--- src/sv/ftpf_pkg.sv ---
// Shared types, codes and font table for the text-to-page framebuffer renderer.
`timescale 1ns / 1ps

package ftpf_pkg;

  localparam int PANEL_WIDTH_DEF = 128;
  localparam int PANEL_PAGES_DEF = 8;

  localparam logic [5:0] NO_GLYPH   = 6'd63;
  localparam logic [7:0] CHAR_SPACE = 8'h20;

  typedef enum logic [1:0] {
    CMD_CLEAR = 2'd0,
    CMD_SET   = 2'd1,
    CMD_PUT   = 2'd2,
    CMD_READ  = 2'd3
  } cmd_t;

  typedef enum logic [1:0] {
    ADV_4,
    ADV_6,
    ADV_8,
    ADV_12
  } adv_t;

  typedef enum logic [3:0] {
    ST_INIT,
    ST_IDLE,
    ST_DECODE,
    ST_CLEAR,
    ST_READ,
    ST_NORM,
    ST_DBL,
    ST_DBL_END,
    ST_DONE
  } state_t;

  typedef struct packed {
    logic capture;
    logic sweep;
    logic rd_issue;
    logic rd_take;
    logic cur_load;
    logic adv;
    adv_t adv_sel;
    logic chk;
    logic stop_set;
    logic norm_step;
    logic dbl_step;
  } dp_cmd_t;

  typedef struct packed {
    cmd_t cmd;
    logic stopped;
    logic dbl;
    logic is_space;
    logic known;
    logic fits;
    logic rd_ok;
    logic step_last;
    logic dbl_last;
    logic sweep_last;
  } dp_stat_t;

  // ASCII to font index, lower case folded to upper
  function automatic logic [5:0] glyph_index(input logic [7:0] c);
    logic [7:0] u;
    u = c;
    if (c >= 8'h61 && c <= 8'h7A) u = c - 8'd32;
    if (u >= 8'h30 && u <= 8'h39) return 6'(u - 8'h30);
    if (u >= 8'h41 && u <= 8'h5A) return 6'(u - 8'h41 + 8'd10);
    if (u == 8'h3A) return 6'd36;
    if (u == 8'h2D) return 6'd37;
    if (u == 8'h2E) return 6'd38;
    return NO_GLYPH;
  endfunction

  // Five columns, leftmost in the top byte; bit 0 is the top pixel
  function automatic logic [39:0] font_glyph(input logic [5:0] g);
    logic [39:0] w;
    case (g)
      6'd0:  w = 40'h3E5149453E;
      6'd1:  w = 40'h00427F4000;
      6'd2:  w = 40'h4261514946;
      6'd3:  w = 40'h2141454B31;
      6'd4:  w = 40'h1814127F10;
      6'd5:  w = 40'h2745454539;
      6'd6:  w = 40'h3C4A494930;
      6'd7:  w = 40'h0171090503;
      6'd8:  w = 40'h3649494936;
      6'd9:  w = 40'h064949291E;
      6'd10: w = 40'h7E0909097E;
      6'd11: w = 40'h7F49494936;
      6'd12: w = 40'h3E41414122;
      6'd13: w = 40'h7F4141413E;
      6'd14: w = 40'h7F49494941;
      6'd15: w = 40'h7F09090901;
      6'd16: w = 40'h3E4149493B;
      6'd17: w = 40'h7F0808087F;
      6'd18: w = 40'h00417F4100;
      6'd19: w = 40'h2040415F20;
      6'd20: w = 40'h7F08142241;
      6'd21: w = 40'h7F40404040;
      6'd22: w = 40'h7F0204027F;
      6'd23: w = 40'h7F0204087F;
      6'd24: w = 40'h3E4141413E;
      6'd25: w = 40'h7F09090906;
      6'd26: w = 40'h3E4151215E;
      6'd27: w = 40'h7F09192946;
      6'd28: w = 40'h6649495933;
      6'd29: w = 40'h00017F0100;
      6'd30: w = 40'h3F4040403F;
      6'd31: w = 40'h1F2040201F;
      6'd32: w = 40'h3F4038403F;
      6'd33: w = 40'h6314081463;
      6'd34: w = 40'h0304780403;
      6'd35: w = 40'h7149454341;
      6'd36: w = 40'h0036360000;
      6'd37: w = 40'h0808080808;
      6'd38: w = 40'h0000000060;
      default: w = 40'h0;
    endcase
    return w;
  endfunction

  function automatic logic [7:0] font_col(input logic [5:0] g, input logic [2:0] c);
    logic [39:0] w;
    logic [7:0]  b;
    w = font_glyph(g);
    case (c)
      3'd0:    b = w[39:32];
      3'd1:    b = w[31:24];
      3'd2:    b = w[23:16];
      3'd3:    b = w[15:8];
      3'd4:    b = w[7:0];
      default: b = 8'h00;
    endcase
    return b;
  endfunction

endpackage

--- src/sv/ftpf_ctrl.sv ---
// Sequencer for the renderer: decodes each request and steps the datapath.
`timescale 1ns / 1ps

module ftpf_ctrl (
  input  logic               clk,
  input  logic               rst,
  input  logic               start,
  output logic               busy,
  output logic               done,
  input  ftpf_pkg::dp_stat_t st,
  output ftpf_pkg::dp_cmd_t  cmd
);
  import ftpf_pkg::*;

  state_t state;
  state_t state_next;

  always_ff @(posedge clk) begin
    if (rst) begin
      state <= ST_INIT;
    end else begin
      state <= state_next;
    end
  end

  always_comb begin
    state_next = state;
    unique case (state)
      ST_INIT: begin
        if (st.sweep_last) state_next = ST_IDLE;
      end
      ST_IDLE: begin
        if (start) state_next = ST_DECODE;
      end
      ST_DECODE: begin
        unique case (st.cmd)
          CMD_CLEAR: state_next = ST_CLEAR;
          CMD_SET:   state_next = ST_DONE;
          CMD_READ:  state_next = st.rd_ok ? ST_READ : ST_DONE;
          CMD_PUT: begin
            if (st.stopped || !st.known) begin
              state_next = ST_DONE;
            end else if (!st.dbl) begin
              state_next = ST_NORM;
            end else begin
              state_next = st.fits ? ST_DBL : ST_DONE;
            end
          end
          default: state_next = ST_DONE;
        endcase
      end
      ST_CLEAR: begin
        if (st.sweep_last) state_next = ST_DONE;
      end
      ST_READ:    state_next = ST_DONE;
      ST_NORM: begin
        if (st.step_last) state_next = ST_DONE;
      end
      ST_DBL: begin
        if (st.dbl_last) state_next = ST_DBL_END;
      end
      ST_DBL_END: state_next = ST_DONE;
      ST_DONE:    state_next = ST_IDLE;
      default:    state_next = ST_INIT;
    endcase
  end

  always_comb begin
    cmd = '0;
    cmd.adv_sel = ADV_4;
    unique case (state)
      ST_INIT, ST_CLEAR: cmd.sweep = 1'b1;
      ST_IDLE:           cmd.capture = start;
      ST_DECODE: begin
        unique case (st.cmd)
          CMD_SET:  cmd.cur_load = 1'b1;
          CMD_READ: cmd.rd_issue = st.rd_ok;
          CMD_PUT: begin
            if (!st.stopped) begin
              if (!st.dbl) begin
                if (st.is_space) begin
                  cmd.adv     = 1'b1;
                  cmd.adv_sel = ADV_4;
                end else if (!st.known) begin
                  cmd.chk = 1'b1;
                end
              end else begin
                if (st.is_space) begin
                  cmd.adv     = 1'b1;
                  cmd.adv_sel = ADV_8;
                  cmd.chk     = 1'b1;
                end else if (st.known && !st.fits) begin
                  cmd.stop_set = 1'b1;
                end
              end
            end
          end
          default: ;
        endcase
      end
      ST_READ: cmd.rd_take = 1'b1;
      ST_NORM: begin
        cmd.norm_step = 1'b1;
        if (st.step_last) begin
          cmd.adv     = 1'b1;
          cmd.adv_sel = ADV_6;
          cmd.chk     = 1'b1;
        end
      end
      ST_DBL: cmd.dbl_step = 1'b1;
      ST_DBL_END: begin
        cmd.adv     = 1'b1;
        cmd.adv_sel = ADV_12;
      end
      default: ;
    endcase
  end

  assign busy = (state != ST_IDLE);
  assign done = (state == ST_DONE);

`ifndef NO_ASSERTIONS
  a_done_busy: assert property (@(posedge clk) disable iff (rst) done |-> busy)
    else $error("result strobe outside a request");
  a_accept_busy: assert property (@(posedge clk) disable iff (rst)
    (start && !busy) |=> (busy && !done))
    else $error("accepted request did not occupy the block");
  a_done_once: assert property (@(posedge clk) disable iff (rst) done |=> !done)
    else $error("result strobe longer than one cycle");
`endif

endmodule

--- config.mk ---
export PLATFORM = sky130hd
export DESIGN_NAME = ftpf_ctrl
export DESIGN_NICKNAME = d
export VERILOG_FILES = /design/src/sv/ftpf_pkg.sv /design/src/sv/ftpf_ctrl.sv
export SDC_FILE = /design/constraint.sdc
export NUM_CORES = 1
export LEC_CHECK = 0
export BUFFER_PORTS_ARGS = -buffer_cell sky130_fd_sc_hd__buf_2
export CAP_MARGIN = 5
export CORE_AREA = 2 2 43 45
export CTS_BUF_LIST = sky130_fd_sc_hd__clkbuf_4
export DETAILED_ROUTE_END_ITERATION = 10
export DIE_AREA = 0 0 45 47
export GPL_TIMING_DRIVEN = 0
export PLACE_DENSITY_LB_ADDON = 0.2
export SYNTH_ARGS = -nofsm -noshare
export SYNTH_HDL_FRONTEND = slang
export SYNTH_SLANG_ARGS = --single-unit
--- constraint.sdc ---
create_clock -name clk -period 1.7 [get_ports clk]
set_input_delay 0.34 -clock clk [delete_from_list [all_inputs] [get_ports clk]]
set_output_delay 0.34 -clock clk [all_outputs]
set_load 0.02 [all_outputs]
==> results of run 1 <==
==> metal layers <==
metal	part of all wire	GRT usage	vias to the layer above
met3	0.044	0.0577	0
li1	-	-	336
met2	0.46	0.231	18
met1	0.50	0.193	289
met4	0	0	0
met5	0	0	-
==> kinds of logic after synthesis <==
kind of cell / count (synthesis) / share of synthesized area
buffers and inverters: 7 / 0.0720
flip-flops: 4 / 0.171
AO/OA/AOI/OAI: 16 / 0.192
multiplexers: 4 / 0.0907
AND/OR/NAND/NOR: 38 / 0.475
==> worst max-delay path by stage <==
stage | endpoint | slack (ns) | depth (start not counted)
6_report | cmd[2] | -0.33 | 6
5_1_grt | cmd[2] | -0.43 | 6
4_1_cts | cmd[2] | -0.37 | 6
3_5_place_dp | cmd[2] | -0.25 | 6
3_3_place_gp | cmd[2] | -0.24 | 6
2_1_floorplan | cmd[2] | -0.10 | 5
==> layout make-up <==
class                      count  area (um2)  share of cell area
multi-input combinational     58         430               0.508
clock buffer                   3        22.5              0.0266
tap                           17        21.3              0.0251
timing repair buffer          37         246               0.291
sequential                     4        81.3              0.0960
inverter                       3        11.3              0.0133
buffer                         4        33.8              0.0399
==> what timing repair did <==
action / CTS / global route
buffers inserted: 6 / 4
hold buffers: 0 / 0
pin swaps: 6 / 5
setup endpoints to repair: 4 / 11
resized for setup: 6 / 21
==> cell usage after synthesis (3+ instances only) <==
cell type,count
nor3_1,4
a21oi_1,8
dfxtp_1,4
nor2_1,5
buf_2,3
nand2_1,7
nor2b_1,3
==> power breakdown <==
part	switching (mW)	internal (mW)
Combinational	0.172	0.145
Clock	0.0366	0.0788
Sequential	0.00795	0.107
Total	0.216	0.331
==> per-stage QoR <==
stage	instances	setup slack (ns)	power [mW]	TNS (ns)	cell area (um2)
floorplan	69	-0.103	0.285	-0.279	500
global placement	113	-0.236	0.358	-0.538	657
detailed placement	113	-0.247	0.361	-0.591	657
CTS	122	-0.369	0.507	-1.43	742
global route	126	-0.430	0.592	-1.80	847
finish	126	-0.333	0.547	-1.18	847
==> critical path: cells and delay by family (launching register included) <==
| kind | cells | cell delay (ns) |
|---|---|---|
| simple gates | 4 | 0.87 |
| flops | 1 | 0.30 |
| buf+inv | 2 | 0.29 |
==> impl_metrics.csv, run 1 <==
group,metric,value,unit
die,die_h,47,um
setup_path,cp.arrival,1.69,ns
clock_network,cts_sinks,4,
hold_path,hp-start,"rst",
sta,whs,0.323,ns
die,ios,28,
hold_path,hold_path_class,"in2reg",
setup_path,slowest_delay,0.41,ns
setup_path,r2r_cells,8,
drt,drt_iter0_drc,7,
synthesis,syn_area_per_cell,6.80,um2
outcome,status,"complete, but fails checks",
sta,worst_pin_slew,0.407,ns
final_layout,drive_gt1_frac,0.560,
clock_network,cts_buffer_depth,2,
clock_network,path_clk_slew,0.04,ns
hold_path,hold_end,"state[1]$_SDFFE_PP0P_",
die,row_count,15,
setup_path,critPathMaxFanout,4,
setup_path,critPathLaunchType,"register",
sta,max_freq,0.492,GHz
drt,vias,643,
final_layout,mostFrequentLayoutCells,"20 x buf_2, 13 x buf_4, 7 x nand2_1",
synthesis,ys_top_cells_by_area,"dfxtp_1 17%, a21oi_1 8.5%, nand2_1 5.6%",
power_and_ir_drop,power_density,646,nW/um2
power_and_ir_drop,p_leak,0.390,nW
final_layout,n_fill_cell,176,
placed_design,hpwl,1020,um
placed_design,io_buffer_count,27,
die,die_w,45,um
sta,layout_worst_path_cycle_share,1.20,
synthesis,synth-seq-cells,4,
die,core_area,1650,um2
hold_path,whs_path_depth,2,
grt,grt_pass1_wl,2210,um
setup_path,rrSetupSlack,0.01,ns
final_layout,largest_register_ffs,4,
grt,grt_pass1_vias,531,
final_layout,final_common_cell,"buf_2",
sta,finalMaxSlewViolations,0,
drt,drtPass1Iterations,4,
final_layout,reg_top3,"state: 4 flops",
drt,ant_nets,0,
power_and_ir_drop,ir_drop,323,uV
die,die_area,2120,um2
sta,setup_ws,-0.333,ns
synthesis,synth_flop_cell,"dfxtp_1",
drt,drc,0,
clock_network,cts_root_buffer,"clkbuf_4",
final_layout,syn2layout_area_growth,80.5,%
clock_network,cts_buffers,3,
final_layout,top_register,"state",
die,start_util,0.284,
grt,grt_antenna_before_repair,0,
setup_path,cp_cell_sequence,"buf_6 > nor2_4 > nand3_4 > or3_4 > nor4b_4 > buf_4",
placed_design,place_congestion,0.763,
synthesis,yosysTopAreaCell,"dfxtp_1",
setup_path,r2r_start,"state[1]$_SDFFE_PP0P_",
drt,wl_per_cell,11.9,um
setup_path,slowest_stage,"or3_4",
synthesis,synth_fp_nets,83,
sta,setup_violations,5,
grt,grt-ovfl-total,0,
final_layout,nets,125,
run,max_cap_violations,0,
synthesis,syn_inst,69,
sta,maxSlewHeadroom,0.725,
sta,rsz0062_at_grt,"true",
sta,period_minus_slack,2.03,ns
clock_network,h-tree-depth,1,
setup_path,crit_type,"reg2out",
sta,hold_viol_final,0,
final_layout,fin_util,0.513,
synthesis,synth_edf_count,0,
clock_network,cts_tree,"done",
clock_network,clock_latency,0.23,ns
outcome,violations,"negative setup slack",
setup_path,cp-end-kind,"output pin",
final_layout,antennaDiodeCount,0,
grt,grt_usage,0.143,
drt,finalWirelength,1500,um
synthesis,ys_warn_count,0,
synthesis,yosysSeqAreaShare,0.171,
drt,vias_per_cell,5.10,
setup_path,timing.rr.end,"state[0]$_SDFFE_PP0P_",
synthesis,yosysUniqueCellTypes,31,
synthesis,syn-cell-area,469,um2
grt,grt_max_degree,11,
synthesis,async_flop_share,0,
sta,fin_skew,0.000991,ns
setup_path,crit_path_start,"state[2]$_SDFFE_PP0P_",
setup_path,cp.required,1.36,ns
synthesis,synth_top_area_frac,0.171,
No activity file was read; power rests on OpenSTA's default activity.
==> run 2, diff against run 1 <==
--- a/config.mk
+++ b/config.mk
@@ -7,10 +7,12 @@
 export LEC_CHECK = 0
 export BUFFER_PORTS_ARGS = -buffer_cell sky130_fd_sc_hd__buf_2
 export CAP_MARGIN = 5
-export CORE_AREA = 2 2 43 45
+export CELL_PAD_IN_SITES_DETAIL_PLACEMENT = 1
+export CELL_PAD_IN_SITES_GLOBAL_PLACEMENT = 2
+export CORE_AREA = 2 2 58 46
 export CTS_BUF_LIST = sky130_fd_sc_hd__clkbuf_4
 export DETAILED_ROUTE_END_ITERATION = 10
-export DIE_AREA = 0 0 45 47
+export DIE_AREA = 0 0 60 48
 export GPL_TIMING_DRIVEN = 0
 export PLACE_DENSITY_LB_ADDON = 0.2
 export SYNTH_ARGS = -nofsm -noshare
==> run 2 against run 1 <==
The flow still finishes with violations (negative setup slack); sequential share of layout area shrank 0.51 points; final area grew 8.9%; clock power is essentially flat; flip-flop and latch count is the same; final cell count grew 15%; hold slack lost 0.0025 ns; count of clock-buffer cells in the layout is the same; largest power group unchanged.
==> impl_metrics.csv, run 2 (synthesis gave the netlist of run 1 again) <==
group,metric,value,unit
grt,grt_antenna_before_repair,0,
die,die_w,60,um
sta,setup_violations,10,
drt,ant_nets,0,
die,die_area,2880,um2
clock_network,clock_latency,0.23,ns
clock_network,cts_buffers,3,
clock_network,holdBufCountCts,0,
sta,max_freq,0.499,GHz
die,start_util,0.207,
clock_network,cts_root_buffer,"clkbuf_4",
sta,worst_pin_slew,0.415,ns
hold_path,hp-start,"rst",
sta,layout_worst_path_cycle_share,1.18,
hold_path,hold_end,"state[1]$_SDFFE_PP0P_",
clock_network,cts_buffer_depth,2,
drt,drtPass1Iterations,4,
placed_design,hpwl,1230,um
sta,fin_skew,0.00255,ns
sta,rsz0062_at_grt,"true",
final_layout,final_common_cell,"buf_2",
outcome,violations,"negative setup slack",
final_layout,drive_gt1_frac,0.595,
hold_path,hold_path_class,"in2reg",
die,core_area,2270,um2
placed_design,place_area,678,um2
sta,setup_ws,-0.306,ns
grt,grt_pass1_wl,2570,um
drt,drt_iter0_drc,10,
run,max_cap_violations,0,
die,ios,28,
hold_path,whs_path_depth,2,
sta,tns,-1.42,ns
final_layout,mostFrequentLayoutCells,"19 x buf_2, 15 x buf_4, 7 x buf_6, 7 x nand2_1",
sta,maxSlewHeadroom,0.719,
setup_path,critPathLaunchType,"register",
clock_network,cts_tree,"done",
power_and_ir_drop,p_leak,0.415,nW
placed_design,io_buffer_count,27,
setup_path,timing.rr.end,"state[0]$_SDFFE_PP0P_",
final_layout,reg_top3,"state: 4 flops",
setup_path,r2r_cells,9,
drt,vias,673,
placed_design,place_congestion,0.681,
final_layout,syn2layout_area_growth,96.5,%
final_layout,antennaDiodeCount,0,
final_layout,largest_register_ffs,4,
final_layout,n_fill_cell,277,
drt,wl_per_cell,13.3,um
setup_path,cp.required,1.36,ns
sta,period_minus_slack,2.01,ns
drt,finalWirelength,1930,um
grt,grt_pass1_vias,590,
setup_path,cp-end-kind,"output pin",
final_layout,nets,127,
setup_path,critPathMaxFanout,4,
power_and_ir_drop,ir_drop,385,uV
sta,finalMaxSlewViolations,0,
setup_path,rrSetupSlack,-0.20,ns
setup_path,r2r_start,"state[1]$_SDFFE_PP0P_",
clock_network,h-tree-depth,1,
grt,grt_max_degree,11,
die,row_count,15,
power_and_ir_drop,power_density,708,nW/um2
drt,drc,0,
final_layout,fin_area,922,um2
setup_path,cp.arrival,1.67,ns
outcome,status,"complete, but fails checks",
setup_path,crit_path_start,"state[1]$_SDFFE_PP0P_",
drt,vias_per_cell,4.64,
sta,hold_viol_final,0,
clock_network,path_clk_slew,0.04,ns
die,die_h,48,um
final_layout,top_register,"state",
grt,grt-ovfl-total,0,
grt,grt_usage,0.122,
clock_network,cts_sinks,4,
setup_path,crit_type,"reg2out",
## run 2: worst max path at each step
stage | to | depth (start not counted)
floorplan | cmd[2] | 5
global placement | cmd[2] | 6
CTS | cmd[2] | 6
finish | cmd[2] | 6
detailed placement | cmd[2] | 6
global route | cmd[2] | 6
## run 2: metal layers
metal / up-vias / wire (um) / track usage
met5: - / 0 / 0
met3: 0 / 89 / 0.0432
li1: 340 / - / -
met2: 16 / 879 / 0.183
met4: 0 / 0 / 0.0267
met1: 317 / 959 / 0.170
## run 2: per-stage QoR
step / utilization / hold slack [ns] / power (mW) / std cells / worst slack, ns
5_1_grt: 0.406 / 0.313 / 0.705 / 145 / -0.383
4_1_cts: 0.336 / 0.300 / 0.510 / 138 / -0.329
2_1_floorplan: - / 0.402 / 0.285 / 69 / -0.103
3_3_place_gp: 0.299 / 0.551 / 0.365 / 130 / -0.241
6_report: 0.406 / 0.321 / 0.653 / 145 / -0.306
3_5_place_dp: 0.299 / 0.549 / 0.367 / 130 / -0.231
## run 2: worst max-delay path: stages, from the launching register on
cell and delay [ns]:
dfxtp_2 0.33, nor2b_4 0.13, buf_6 0.11, nand3_4 0.07
or3_4 0.41, nor4b_4 0.21, buf_4 0.17
## run 2: where the power goes
| group | leakage (nW) | switching, mW | internal (mW) | total [mW] |
|---|---|---|---|---|
| clock network | 0.0138 | 0.0370 | 0.0788 | 0.116 |
| logic | 0.367 | 0.197 | 0.216 | 0.413 |
| registers | 0.0338 | 0.0148 | 0.109 | 0.124 |
| total | 0.415 | 0.249 | 0.404 | 0.653 |
## run 2: timing repair
action,CTS,global route
setup endpoints to repair,5,15
pin swaps,4,7
resized for setup,9,28
buffers inserted,5,8
## run 2: layout make-up
type | count | area [um2] | share of cell area
flip-flops and latches | 4 | 83.8 | 0.0909
repair buffers | 39 | 273 | 0.296
inverters | 3 | 11.3 | 0.0122
clock buffers | 3 | 22.5 | 0.0244
plain buffers | 4 | 48.8 | 0.0529
multi-input cells | 58 | 440 | 0.478
well taps | 34 | 42.5 | 0.0461
==> run 3, diff against run 2 <==
--- a/config.mk
+++ b/config.mk
@@ -15,6 +15,7 @@
 export DIE_AREA = 0 0 60 48
 export GPL_TIMING_DRIVEN = 0
 export PLACE_DENSITY_LB_ADDON = 0.2
+export SKIP_LAST_GASP = 1
 export SYNTH_ARGS = -nofsm -noshare
 export SYNTH_HDL_FRONTEND = slang
 export SYNTH_SLANG_ARGS = --single-unit
==> run 3 against run 2 <==
Final cell count unchanged; sequential power about the same; the flow still finishes with violations (negative setup slack); hold slack worse by 0.010 ns; clock skew down 0.0016 ns; first-iteration DRC count up 10%; clock power about the same; total power down 1.2%; global-route usage unchanged; non-clock buffer count unchanged; combinational power down 1%; die area unchanged; final area down 0.41%.
==> impl_metrics.csv, run 3 (synthesis gave the netlist of run 1 again) <==
group,metric,value,unit
final_layout,nets,127,
final_layout,final_common_cell,"buf_2",
clock_network,holdBufCountCts,0,
placed_design,hpwl,1230,um
sta,hold_viol_final,0,
final_layout,multiInputGateArea,437,um2
clock_network,cts_root_buffer,"clkbuf_4",
drt,drc,0,
final_layout,final_cells,145,
run,max_cap_violations,0,
placed_design,place_congestion,0.681,
sta,layout_worst_path_cycle_share,1.17,
sta,fin_skew,0.000919,ns
final_layout,drive_gt1_frac,0.586,
placed_design,dp.cells,130,
sta,rsz0062_at_grt,"true",
setup_path,critPathLaunchType,"register",
final_layout,fin_util,0.404,
setup_path,slowest_stage,"or3_4",
setup_path,slowest_delay,0.41,ns
final_layout,seq_area,83.8,um2
grt,grt_antenna_before_repair,0,
grt,grt_pass1_vias,590,
final_layout,top_register,"state",
setup_path,cp-end-kind,"output pin",
grt,grt-ovfl-total,0,
drt,vias,685,
placed_design,io_buffer_count,27,
sta,worst_pin_slew,0.413,ns
clock_network,h-tree-depth,1,
drt,drtPass1Iterations,4,
clock_network,clock_latency,0.23,ns
die,die_h,48,um
die,ios,28,
setup_path,crit_type,"reg2out",
sta,finalMaxSlewViolations,0,
grt,grt_max_degree,11,
grt,grt_usage,0.122,
setup_path,cp.arrival,1.65,ns
hold_path,hold_path_class,"in2reg",
die,core_area,2270,um2
drt,wl_per_cell,12.9,um
setup_path,cp.required,1.36,ns
final_layout,n_fill_cell,280,
sta,setup_ws,-0.287,ns
power_and_ir_drop,power_density,703,nW/um2
power_and_ir_drop,ir_drop,357,uV
final_layout,antennaDiodeCount,0,
outcome,violations,"negative setup slack",
clock_network,path_clk_slew,0.04,ns
setup_path,critPathMaxFanout,4,
setup_path,cp_cell_sequence,"nor2b_4 > buf_6 > nand3_4 > or3_4 > nor4b_4 > buf_4",
sta,period_minus_slack,1.99,ns
clock_network,cts_sinks,4,
clock_network,cts_tree,"done",
grt,grt_pass1_wl,2570,um
final_layout,largest_register_ffs,4,
sta,setup_violations,10,
clock_network,cts_buffer_depth,2,
power_and_ir_drop,power,0.645,mW
final_layout,syn2layout_area_growth,95.7,%
die,die_w,60,um
die,row_count,15,
clock_network,cts_buffers,3,
die,start_util,0.207,
sta,maxSlewHeadroom,0.721,
drt,vias_per_cell,4.72,
final_layout,mostFrequentLayoutCells,"19 x buf_2, 15 x buf_4, 7 x buf_6, 7 x nand2_1, 6 x a21oi_1",
power_and_ir_drop,p_leak,0.415,nW
final_layout,reg_top3,"state: 4 flops",
drt,drt_iter0_drc,11,
sta,max_freq,0.503,GHz
outcome,status,"complete, but fails checks",
drt,ant_nets,0,
drt,finalWirelength,1870,um
die,die_area,2880,um2
[run 3: cell count changes in the layout (fill, tap and decap cells not counted)]
| cell | delta |
|---|---|
| a21oi_2 | -1 |
| a21oi_1 | +1 |
[run 3: power by group]
part | switching [mW] | internal [mW] | leakage [nW]
Clock | 0.0352 | 0.0787 | 0.0138
Sequential | 0.0138 | 0.109 | 0.0338
Combinational | 0.193 | 0.215 | 0.367
Total | 0.242 | 0.403 | 0.415
[run 3: per-layer routing]
| layer | vias to the layer above | routed length, um | GRT usage |
|---|---|---|---|
| met5 | - | 0 | 0 |
| met4 | 0 | 0 | 0.0267 |
| met3 | 0 | 103 | 0.0432 |
| met2 | 16 | 846 | 0.183 |
| met1 | 327 | 918 | 0.170 |
| li1 | 342 | - | - |
[run 3: worst max-delay path, delay by kind of cell, from the launching register on]
kind | cells | cell delay, ns
and+or+nand+nor | 4 | 0.82
DFF | 1 | 0.32
buffers and inverters | 2 | 0.28
[run 3: area by class of cell]
class                           count  share of cell area
Sequential cell                     4              0.0913
Timing Repair Buffer               39               0.297
Clock buffer                        3              0.0245
Buffer                              4              0.0531
Multi-Input combinational cell     58               0.475
Tap cell                           34              0.0463
Inverter                            3              0.0123
[run 3: path summary, 6_finish.rpt]
path	startpoint	endpoint	slack [ns]	cells after the start
setup / recovery	state[1]$_SDFFE_PP0P_	cmd[2]	-0.29	6
hold reg to reg	state[3]$_SDFFE_PP0P_	state[3]$_SDFFE_PP0P_	0.55	1
setup reg to reg	state[1]$_SDFFE_PP0P_	state[0]$_SDFFE_PP0P_	-0.18	9
hold / removal	rst	state[0]$_SDFFE_PP0P_	0.31	2
[run 3: what timing repair did]
item,in CTS,in global routing
cloned,0,0
setup endpoints to repair,5,15
setup buffers,5,8
pin swaps,4,7
resized for setup,7,29
[run 3: metrics by stage]
| step | instance area (um2) | hold slack, ns | setup TNS (ns) | setup slack (ns) |
|---|---|---|---|---|
| 3_5_place_dp | 678 | 0.549 | -0.586 | -0.231 |
| 4_1_cts | 757 | 0.300 | -1.22 | -0.329 |
| 6_report | 918 | 0.310 | -1.30 | -0.287 |
| 3_3_place_gp | 678 | 0.551 | -0.604 | -0.241 |
| 5_1_grt | 918 | 0.307 | -2.27 | -0.373 |
| 2_1_floorplan | 500 | 0.402 | -0.279 | -0.103 |
